### src/hw/rtl/manchester_frame_receiver_macros.svh
// Assertion macros for the Manchester frame receiver.
// Expects clk and arst_n in the scope of each use.
`ifndef MANCHESTER_FRAME_RECEIVER_MACROS_SVH
`define MANCHESTER_FRAME_RECEIVER_MACROS_SVH
`ifndef SYNTHESIS
`define MFR_ASSERT(label, expr) \
	label: assert property (@(posedge clk) disable iff (!arst_n) (expr)) \
		else $error("mfr assertion failed");
`define MFR_ASSERT_NEXT(label, ante, cons) \
	label: assert property (@(posedge clk) disable iff (!arst_n) (ante) |=> (cons)) \
		else $error("mfr assertion failed");
`else
`define MFR_ASSERT(label, expr)
`define MFR_ASSERT_NEXT(label, ante, cons)
`endif
`endif

### src/hw/rtl/mfr_pkg.sv
// Types, codes and helper functions for the Manchester frame receiver.
// No dependencies; used by mfr_step and manchester_frame_receiver.
package mfr_pkg;

	localparam int CFG_INDEX_W = 8;

	localparam logic [CFG_INDEX_W-1:0] CFG_HEAD_HIGH = 8'd0;
	localparam logic [CFG_INDEX_W-1:0] CFG_HEAD_LOW  = 8'd1;
	localparam logic [CFG_INDEX_W-1:0] CFG_MISS_LIM  = 8'd2;
	localparam logic [CFG_INDEX_W-1:0] CFG_MAX_LEN   = 8'd3;

	localparam logic [7:0] MISS_LIMIT_RESET = 8'd16;
	localparam logic [7:0] MAX_LEN_RESET    = 8'd255;

	localparam logic [2:0] MODE_HUNT = 3'd0;
	localparam logic [2:0] MODE_BIND = 3'd1;
	localparam logic [2:0] MODE_LEN  = 3'd2;
	localparam logic [2:0] MODE_DATA = 3'd3;
	localparam logic [2:0] MODE_END  = 3'd4;

	localparam logic [2:0] ST_PENDING  = 3'd0;
	localparam logic [2:0] ST_OK       = 3'd1;
	localparam logic [2:0] ST_PREAMBLE = 3'd2;
	localparam logic [2:0] ST_HEAD     = 3'd3;
	localparam logic [2:0] ST_LENGTH   = 3'd4;
	localparam logic [2:0] ST_CHECKSUM = 3'd5;

	localparam logic [1:0] ROLE_LENGTH  = 2'd0;
	localparam logic [1:0] ROLE_PAYLOAD = 2'd1;
	localparam logic [1:0] ROLE_CRC_HI  = 2'd2;
	localparam logic [1:0] ROLE_CRC_LO  = 2'd3;

	localparam logic [15:0] CRC_POLY = 16'h1021;

	typedef struct packed {
		logic [7:0] head_high;
		logic [7:0] head_low;
		logic [7:0] miss_limit;
		logic [7:0] max_len;
	} cfg_t;

	typedef struct packed {
		logic [2:0]  mode;
		logic [7:0]  miss_count;
		logic        half_phase;
		logic [3:0]  upper_nibble;
		logic [7:0]  payload_count;
		logic [7:0]  frame_length;
		logic [15:0] crc_acc;
		logic [7:0]  crc_high_rx;
	} state_t;

	typedef struct packed {
		logic [2:0] status;
		logic       byte_valid;
		logic [7:0] byte_out;
		logic [1:0] byte_role;
	} result_t;

	function automatic logic [3:0] even_bits(input logic [7:0] v);
		return {v[6], v[4], v[2], v[0]};
	endfunction

	function automatic logic [15:0] crc_byte(input logic [15:0] crc, input logic [7:0] b);
		logic [15:0] c;
		c = crc ^ {b, 8'h00};
		for (int k = 0; k < 8; k++) begin
			if (c[15]) begin
				c = {c[14:0], 1'b0} ^ CRC_POLY;
			end else begin
				c = {c[14:0], 1'b0};
			end
		end
		return c;
	endfunction

	function automatic state_t hunt_state(input state_t s);
		state_t r;
		r = '0;
		r.mode = MODE_HUNT;
		r.miss_count = s.miss_count;
		return r;
	endfunction

endpackage

### src/hw/rtl/mfr_step.sv
// Next-state and result logic for one raw byte or restart request.
// Depends on mfr_pkg.
module mfr_step import mfr_pkg::*; (
	input  cfg_t       cfg,
	input  state_t     cur,
	input  logic       restart,
	input  logic [7:0] rx_byte,
	output state_t     nxt,
	output result_t    res
);

	logic [7:0] miss_inc;
	logic [7:0] dec;
	logic       done;
	logic       valid;
	logic [1:0] role;
	logic [2:0] status;

	assign miss_inc = cur.miss_count + 8'd1;

	always_comb begin
		nxt = cur;
		dec = 8'h00;
		done = 1'b0;
		valid = 1'b0;
		role = ROLE_LENGTH;
		status = ST_PENDING;
		if (cur.mode == MODE_LEN || cur.mode == MODE_DATA || cur.mode == MODE_END) begin
			if (!cur.half_phase) begin
				nxt.upper_nibble = even_bits(rx_byte);
				nxt.half_phase = 1'b1;
			end else begin
				nxt.half_phase = 1'b0;
				dec = ~{cur.upper_nibble, even_bits(rx_byte)};
				done = 1'b1;
			end
		end
		if (restart) begin
			nxt = hunt_state(cur);
			nxt.miss_count = 8'h00;
		end else begin
			unique case (cur.mode)
				MODE_HUNT: begin
					if (rx_byte != cfg.head_high) begin
						if (miss_inc > cfg.miss_limit) begin
							nxt.miss_count = 8'h00;
							status = ST_PREAMBLE;
						end else begin
							nxt.miss_count = miss_inc;
						end
					end else begin
						nxt.mode = MODE_BIND;
						nxt.payload_count = 8'h00;
					end
				end
				MODE_BIND: begin
					nxt.miss_count = 8'h00;
					if (rx_byte != cfg.head_low) begin
						status = ST_HEAD;
						nxt = hunt_state(nxt);
					end else begin
						nxt.payload_count = 8'h00;
						nxt.half_phase = 1'b0;
						nxt.mode = MODE_LEN;
					end
				end
				MODE_LEN: begin
					if (done) begin
						if (dec > cfg.max_len) begin
							status = ST_LENGTH;
							dec = 8'h00;
							nxt = hunt_state(nxt);
						end else begin
							nxt.frame_length = dec;
							nxt.crc_acc = crc_byte(16'h0000, dec);
							nxt.mode = MODE_DATA;
							valid = 1'b1;
							role = ROLE_LENGTH;
						end
					end
				end
				MODE_DATA: begin
					if (done) begin
						valid = 1'b1;
						if (cur.payload_count >= cur.frame_length) begin
							nxt.crc_high_rx = dec;
							nxt.mode = MODE_END;
							role = ROLE_CRC_HI;
						end else begin
							nxt.crc_acc = crc_byte(cur.crc_acc, dec);
							nxt.payload_count = cur.payload_count + 8'd1;
							role = ROLE_PAYLOAD;
						end
					end
				end
				MODE_END: begin
					if (done) begin
						valid = 1'b1;
						role = ROLE_CRC_LO;
						status = ({cur.crc_high_rx, dec} == cur.crc_acc) ? ST_OK : ST_CHECKSUM;
						nxt = hunt_state(nxt);
					end
				end
				default: begin
					nxt = hunt_state(cur);
				end
			endcase
		end
	end

	assign res.status     = status;
	assign res.byte_valid = valid;
	assign res.byte_out   = valid ? dec : 8'h00;
	assign res.byte_role  = valid ? role : ROLE_LENGTH;

endmodule

### src/hw/rtl/manchester_frame_receiver.sv
// Manchester frame receiver: head flag hunt, pair decode, length and CRC-16 check.
// Results are registered and shown on the master side in the cycle after acceptance.
// Throughput: one request per cycle while no result is held or m_axis_tready is high; state
// and result registers update on accept, so a new request is taken while the result drains.
// Reset (arst_n low, asynchronous): hunting state, config registers to defaults.
// Depends on mfr_pkg, mfr_step and manchester_frame_receiver_macros.svh.
`include "manchester_frame_receiver_macros.svh"
module manchester_frame_receiver import mfr_pkg::*; (
	input  logic                   clk,
	input  logic                   arst_n,
	input  logic                   s_axis_tvalid,
	output logic                   s_axis_tready,
	input  logic [7:0]             s_axis_tdata,   // rx_byte[7:0]
	input  logic                   s_axis_tuser,   // func[0]
	output logic                   m_axis_tvalid,
	input  logic                   m_axis_tready,
	output logic [15:0]            m_axis_tdata,   // status[2:0], byte_out[10:3], zero[15:11]
	output logic [2:0]             m_axis_tuser,   // byte_valid[0], byte_role[2:1]
	input  logic                   cfg_valid,
	output logic                   cfg_ready,
	input  logic [CFG_INDEX_W-1:0] cfg_index,
	input  logic [7:0]             cfg_data
);

	cfg_t    cfg_q;
	state_t  state_q;
	state_t  state_nxt;
	result_t res;
	result_t res_q;
	logic    out_valid_q;
	logic    s_accept;

	assign cfg_ready = 1'b1;
	assign s_axis_tready = !out_valid_q || m_axis_tready;
	assign s_accept = s_axis_tvalid && s_axis_tready;

	always_ff @(posedge clk or negedge arst_n) begin
		if (!arst_n) begin
			cfg_q.head_high <= 8'h00;
			cfg_q.head_low <= 8'h00;
			cfg_q.miss_limit <= MISS_LIMIT_RESET;
			cfg_q.max_len <= MAX_LEN_RESET;
		end else if (cfg_valid) begin
			unique case (cfg_index)
				CFG_HEAD_HIGH: cfg_q.head_high <= cfg_data;
				CFG_HEAD_LOW:  cfg_q.head_low <= cfg_data;
				CFG_MISS_LIM:  cfg_q.miss_limit <= cfg_data;
				CFG_MAX_LEN:   cfg_q.max_len <= cfg_data;
				default: ;
			endcase
		end
	end

	mfr_step u_step (
		.cfg     (cfg_q),
		.cur     (state_q),
		.restart (s_axis_tuser),
		.rx_byte (s_axis_tdata),
		.nxt     (state_nxt),
		.res     (res)
	);

	always_ff @(posedge clk or negedge arst_n) begin
		if (!arst_n) begin
			state_q <= '0;
			out_valid_q <= 1'b0;
		end else if (s_accept) begin
			state_q <= state_nxt;
			out_valid_q <= 1'b1;
		end else if (m_axis_tready) begin
			out_valid_q <= 1'b0;
		end
	end

	always_ff @(posedge clk) begin
		if (s_accept) begin
			res_q <= res;
		end
	end

	assign m_axis_tvalid = out_valid_q;
	assign m_axis_tdata  = {5'b00000, res_q.byte_out, res_q.status};
	assign m_axis_tuser  = {res_q.byte_role, res_q.byte_valid};

	`MFR_ASSERT_NEXT(a_restart_hunt, s_accept && s_axis_tuser,
		state_q.mode == MODE_HUNT && state_q.miss_count == 8'h00)
	`MFR_ASSERT_NEXT(a_status_hunt, s_accept && res.status != ST_PENDING,
		state_q.mode == MODE_HUNT && state_q.crc_acc == 16'h0000)
	`MFR_ASSERT(a_half_clear, (state_q.mode == MODE_HUNT || state_q.mode == MODE_BIND)
		-> !state_q.half_phase)
	`MFR_ASSERT(a_crc_lo_end, (res.byte_valid && res.byte_role == ROLE_CRC_LO)
		-> (res.status == ST_OK || res.status == ST_CHECKSUM))

endmodule

### config.mk
export PLATFORM = sky130hd
export DESIGN_NAME = manchester_frame_receiver
export DESIGN_NICKNAME = d
export VERILOG_FILES = /design/src/hw/rtl/mfr_pkg.sv /design/src/hw/rtl/mfr_step.sv /design/src/hw/rtl/manchester_frame_receiver.sv
export VERILOG_INCLUDE_DIRS = /design/src /design/src/hw/rtl
export SDC_FILE = /design/constraint.sdc
export NUM_CORES = 1
export LEC_CHECK = 0
export CORE_MARGIN = 1
export CORE_UTILIZATION = 44
export CTS_BUF_LIST = sky130_fd_sc_hd__clkbuf_4 sky130_fd_sc_hd__clkbuf_8 sky130_fd_sc_hd__clkbuf_16
export DETAILED_ROUTE_END_ITERATION = 7
export DONT_BUFFER_PORTS = 1
export PLACE_DENSITY_LB_ADDON = 0.12
export SYNTH_ARGS = -nofsm -noshare
export SYNTH_HDL_FRONTEND = slang
export SYNTH_SLANG_ARGS = --single-unit
### constraint.sdc
create_clock -name clk -period 6.95 [get_ports clk]
set_input_delay 0.3475 -clock clk [delete_from_list [all_inputs] [get_ports clk]]
set_output_delay 0.3475 -clock clk [all_outputs]
set_load 0.1 [all_outputs]
==> impl_metrics.ini <==
[outcome]
status = finished, final reports clean

[grt]
grt_max_degree = 90
grt_pass1_wl_mm = 26.36
antenna_found_initial = 0
grt_pass1_vias = 4745
grt_overflow = 0
grt_use_total = 0.2344

[sta]
clock_skew_ps = 6.616
layout_setup_ws_ps = 2408
maxSlewHeadroom = 0.2801
setup_viol = 0
tightest_slew_ps = 1077
period_needed_ps = 4542
slew_violations = 0
period_share = 0.6535
tns_ps = 0
rsz0062_at_grt = no
finalHoldWorstSlack_ps = 71.09
fmax_mhz = 220.2
hold_viol_final = 0

[finish]
nets = 678
n_antenna_cell = 0
postLayoutCoreUtil = 0.4862
layout_common_cells = 80 x dfrtp_1, 40 x inv_1, 39 x nand2_1
drive_gt1_frac = 0.1518
layout_commonest_cell = dfrtp_1
syn_to_final_growth_pct = 6.534

[route]
dr.pass1.iters = 5
dr_total_vias = 4892
drt-met1-wl_mm = 7.254
top_layer_used = met4
routed-wl-met2_mm = 7.590
ant_nets = 0
route.met3.wl_mm = 1.253
routedWlPerCell_um = 20.33
viasPerCell = 6.069
drt-initial-drc-count = 349
post-route-drc-count = 0
routed_wl_mm = 16.39

[synthesis]
ys_types = 79
synth_warnings = 0
synth_cells = 636
yosys_most_used_dff = dfrtp_1
synth.area.top_cells = dfrtp_1 31%, edfxtp_1 6.5%, mux2_2 6.0%
synth_top_cell_by_area = dfrtp_1
yosysTopAreaCellShare = 0.3112
synth_enable_flop_cells = 14
synth-seq-area-share = 0.4133
synthArstFlopShare = 0.8641
synth_area_um2 = 6434
avgSynthCellArea_um2 = 10.12
yosys_register_bits = 103

[critical_path]
arrival_ps = 4820
path_class = reg -> reg
required_ps = 7230
end_kind = register
cp_max_fo = 17
critPathLaunchType = register

[clock_tree]
htreeDepth = 3
cts-root-buf = clkbuf_16
cts_setup_buffers = 0
clock-sinks = 103
insertion_delay_ps = 360
clk_pin_slew_worst_paths_ps = 70
cts-resized-gates = 0
cts_tree = done
cts_max_path_buffers = 2
cts_buffers = 9

[place]
gp_congestion = 0.8814
place_ws_ps = 2419
dp_hpwl_mm = 12.08
numPortBuffers = 0

[power_and_ir_drop]
ir_worst_vdd_mv = 0.1669
p_leak_nw = 2.881
power.density_nw_per_um2 = 278.2

[floorplan]
rows = 43
die_h_um = 122.9
die_area_um2 = 15110
fp.dieW_um = 122.9
io_pins = 52
core_area_um2 = 14100
start_util = 0.4564

[hold_path]
hp-class = in -> reg

[run]
maxCapViolCount = 0
==> what timing repair did <==
action | CTS | global route
hold buffers | 2 | 0
endpoints found under the setup margin | 0 | 0
hold endpoints to repair | 89 | 0
==> worst max-delay path, cell delays in order, from the launching register on <==
cell and delay [ps]:
dfrtp_1 730, nand2b_1 950, nand2_1 470, inv_1 610, o31ai_1 390, nor4_1 860, nand2_1 220, o2bb2ai_1 200
==> cells in the mapped netlist, types with 3 or more instances <==
cell type	n
o41ai_1	9
inv_1	40
mux2_2	34
a31oi_1	9
ha_1	27
xnor2_2	3
o22ai_1	6
a22o_1	15
buf_2	4
a32o_1	9
nor2_1	35
nor4_1	4
a21oi_1	26
nand4_1	11
nand3b_1	3
o211ai_1	3
a211oi_1	5
o21a_1	7
a31o_2	4
nor2b_1	7
a211o_1	7
dfrtp_1	80
clkbuf_1	19
xnor2_1	31
or2_2	4
o21ai_0	24
a22oi_1	3
nand3_1	17
o2111ai_1	10
nand2_1	39
xor2_1	26
nand2b_1	9
o31ai_1	5
buf_4	9
a2bb2oi_1	3
o2bb2ai_1	4
and3_1	6
nor3_1	8
dfstp_2	9
edfxtp_1	14
==> cells by family (layout without fill, tap and decap cells) <==
logic type | after synthesis | in the layout | synth area share
AO/OA/AOI/OAI | 172 | 172 | 0.2032
buffers and inverters | 78 | 64 | 0.05270
AND/OR/NAND/NOR | 158 | 158 | 0.1293
adder cells (fa/ha/maj) | 27 | 27 | 0.05251
other | 2 | 6 | 0.001167
multiplexers | 36 | 36 | 0.06262
flip-flops | 103 | 103 | 0.4133
XOR/XNOR | 60 | 60 | 0.08518
==> routing by layer <==
| metal | vias to the layer above | GRT usage |
|---|---|---|
| met3 | 21 | 0.05535 |
| li1 | 2286 | - |
| met5 | - | 0 |
| met4 | 0 | 0.07622 |
| met2 | 196 | 0.3690 |
| met1 | 2389 | 0.3174 |
==> path summary, 6_finish.rpt <==
check | startpoint | to | slack [ps] | cells past startpoint
setup reg to reg | m_axis_tvalid$_DFFE_PN0P_ | state_q[0]$_DFFE_PN0P_ | 2410 | 7
min in group asynchronous | arst_n | state_q[34]$_DFFE_PN0P_ | 550 | 2
setup / recovery | m_axis_tvalid$_DFFE_PN0P_ | state_q[0]$_DFFE_PN0P_ | 2410 | 7
hold reg to reg | state_q[29]$_DFFE_PN0P_ | state_q[29]$_DFFE_PN0P_ | 480 | 2
hold / removal | s_axis_tdata[4] | state_q[2]$_DFFE_PN0P_ | 70 | 1
max in group asynchronous | arst_n | cfg_q[12]$_DFFE_PN1P_ | 6000 | 2
==> report_power, final <==
group          internal [mW]  switching, mW
logic                  0.222          0.406
clock network          0.278          0.226
registers              0.651          0.124
total                   1.15          0.755
==> flip-flops by register name, indices dropped and copies added, names as in the netlist <==
register / cells
cfg_q: 32
m_axis_tvalid: 1
m_axis_tuser: 3
state_q: 56
m_axis_tdata: 11
==> area by class of cell <==
type / instances / area, µm²
Inverter: 43 / 161.4
Clock buffer: 12 / 271.5
Timing Repair Buffer: 5 / 60.06
Tap cell: 180 / 225.2
Fill cell: 1324 / 7242
Clock inverter: 4 / 26.28
Sequential cell: 103 / 2659
Multi-Input combinational cell: 459 / 3451
==> metrics by stage <==
step,instances,total power [mW],cell area (µm²)
after floorplan,640,1.248,6449
after global placement,788,1.382,6519
after detailed placement,788,1.386,6519
after CTS,806,1.909,6854
after global routing,806,2.005,6854
final,806,1.907,6854
(Power assumes the default switching activity.)
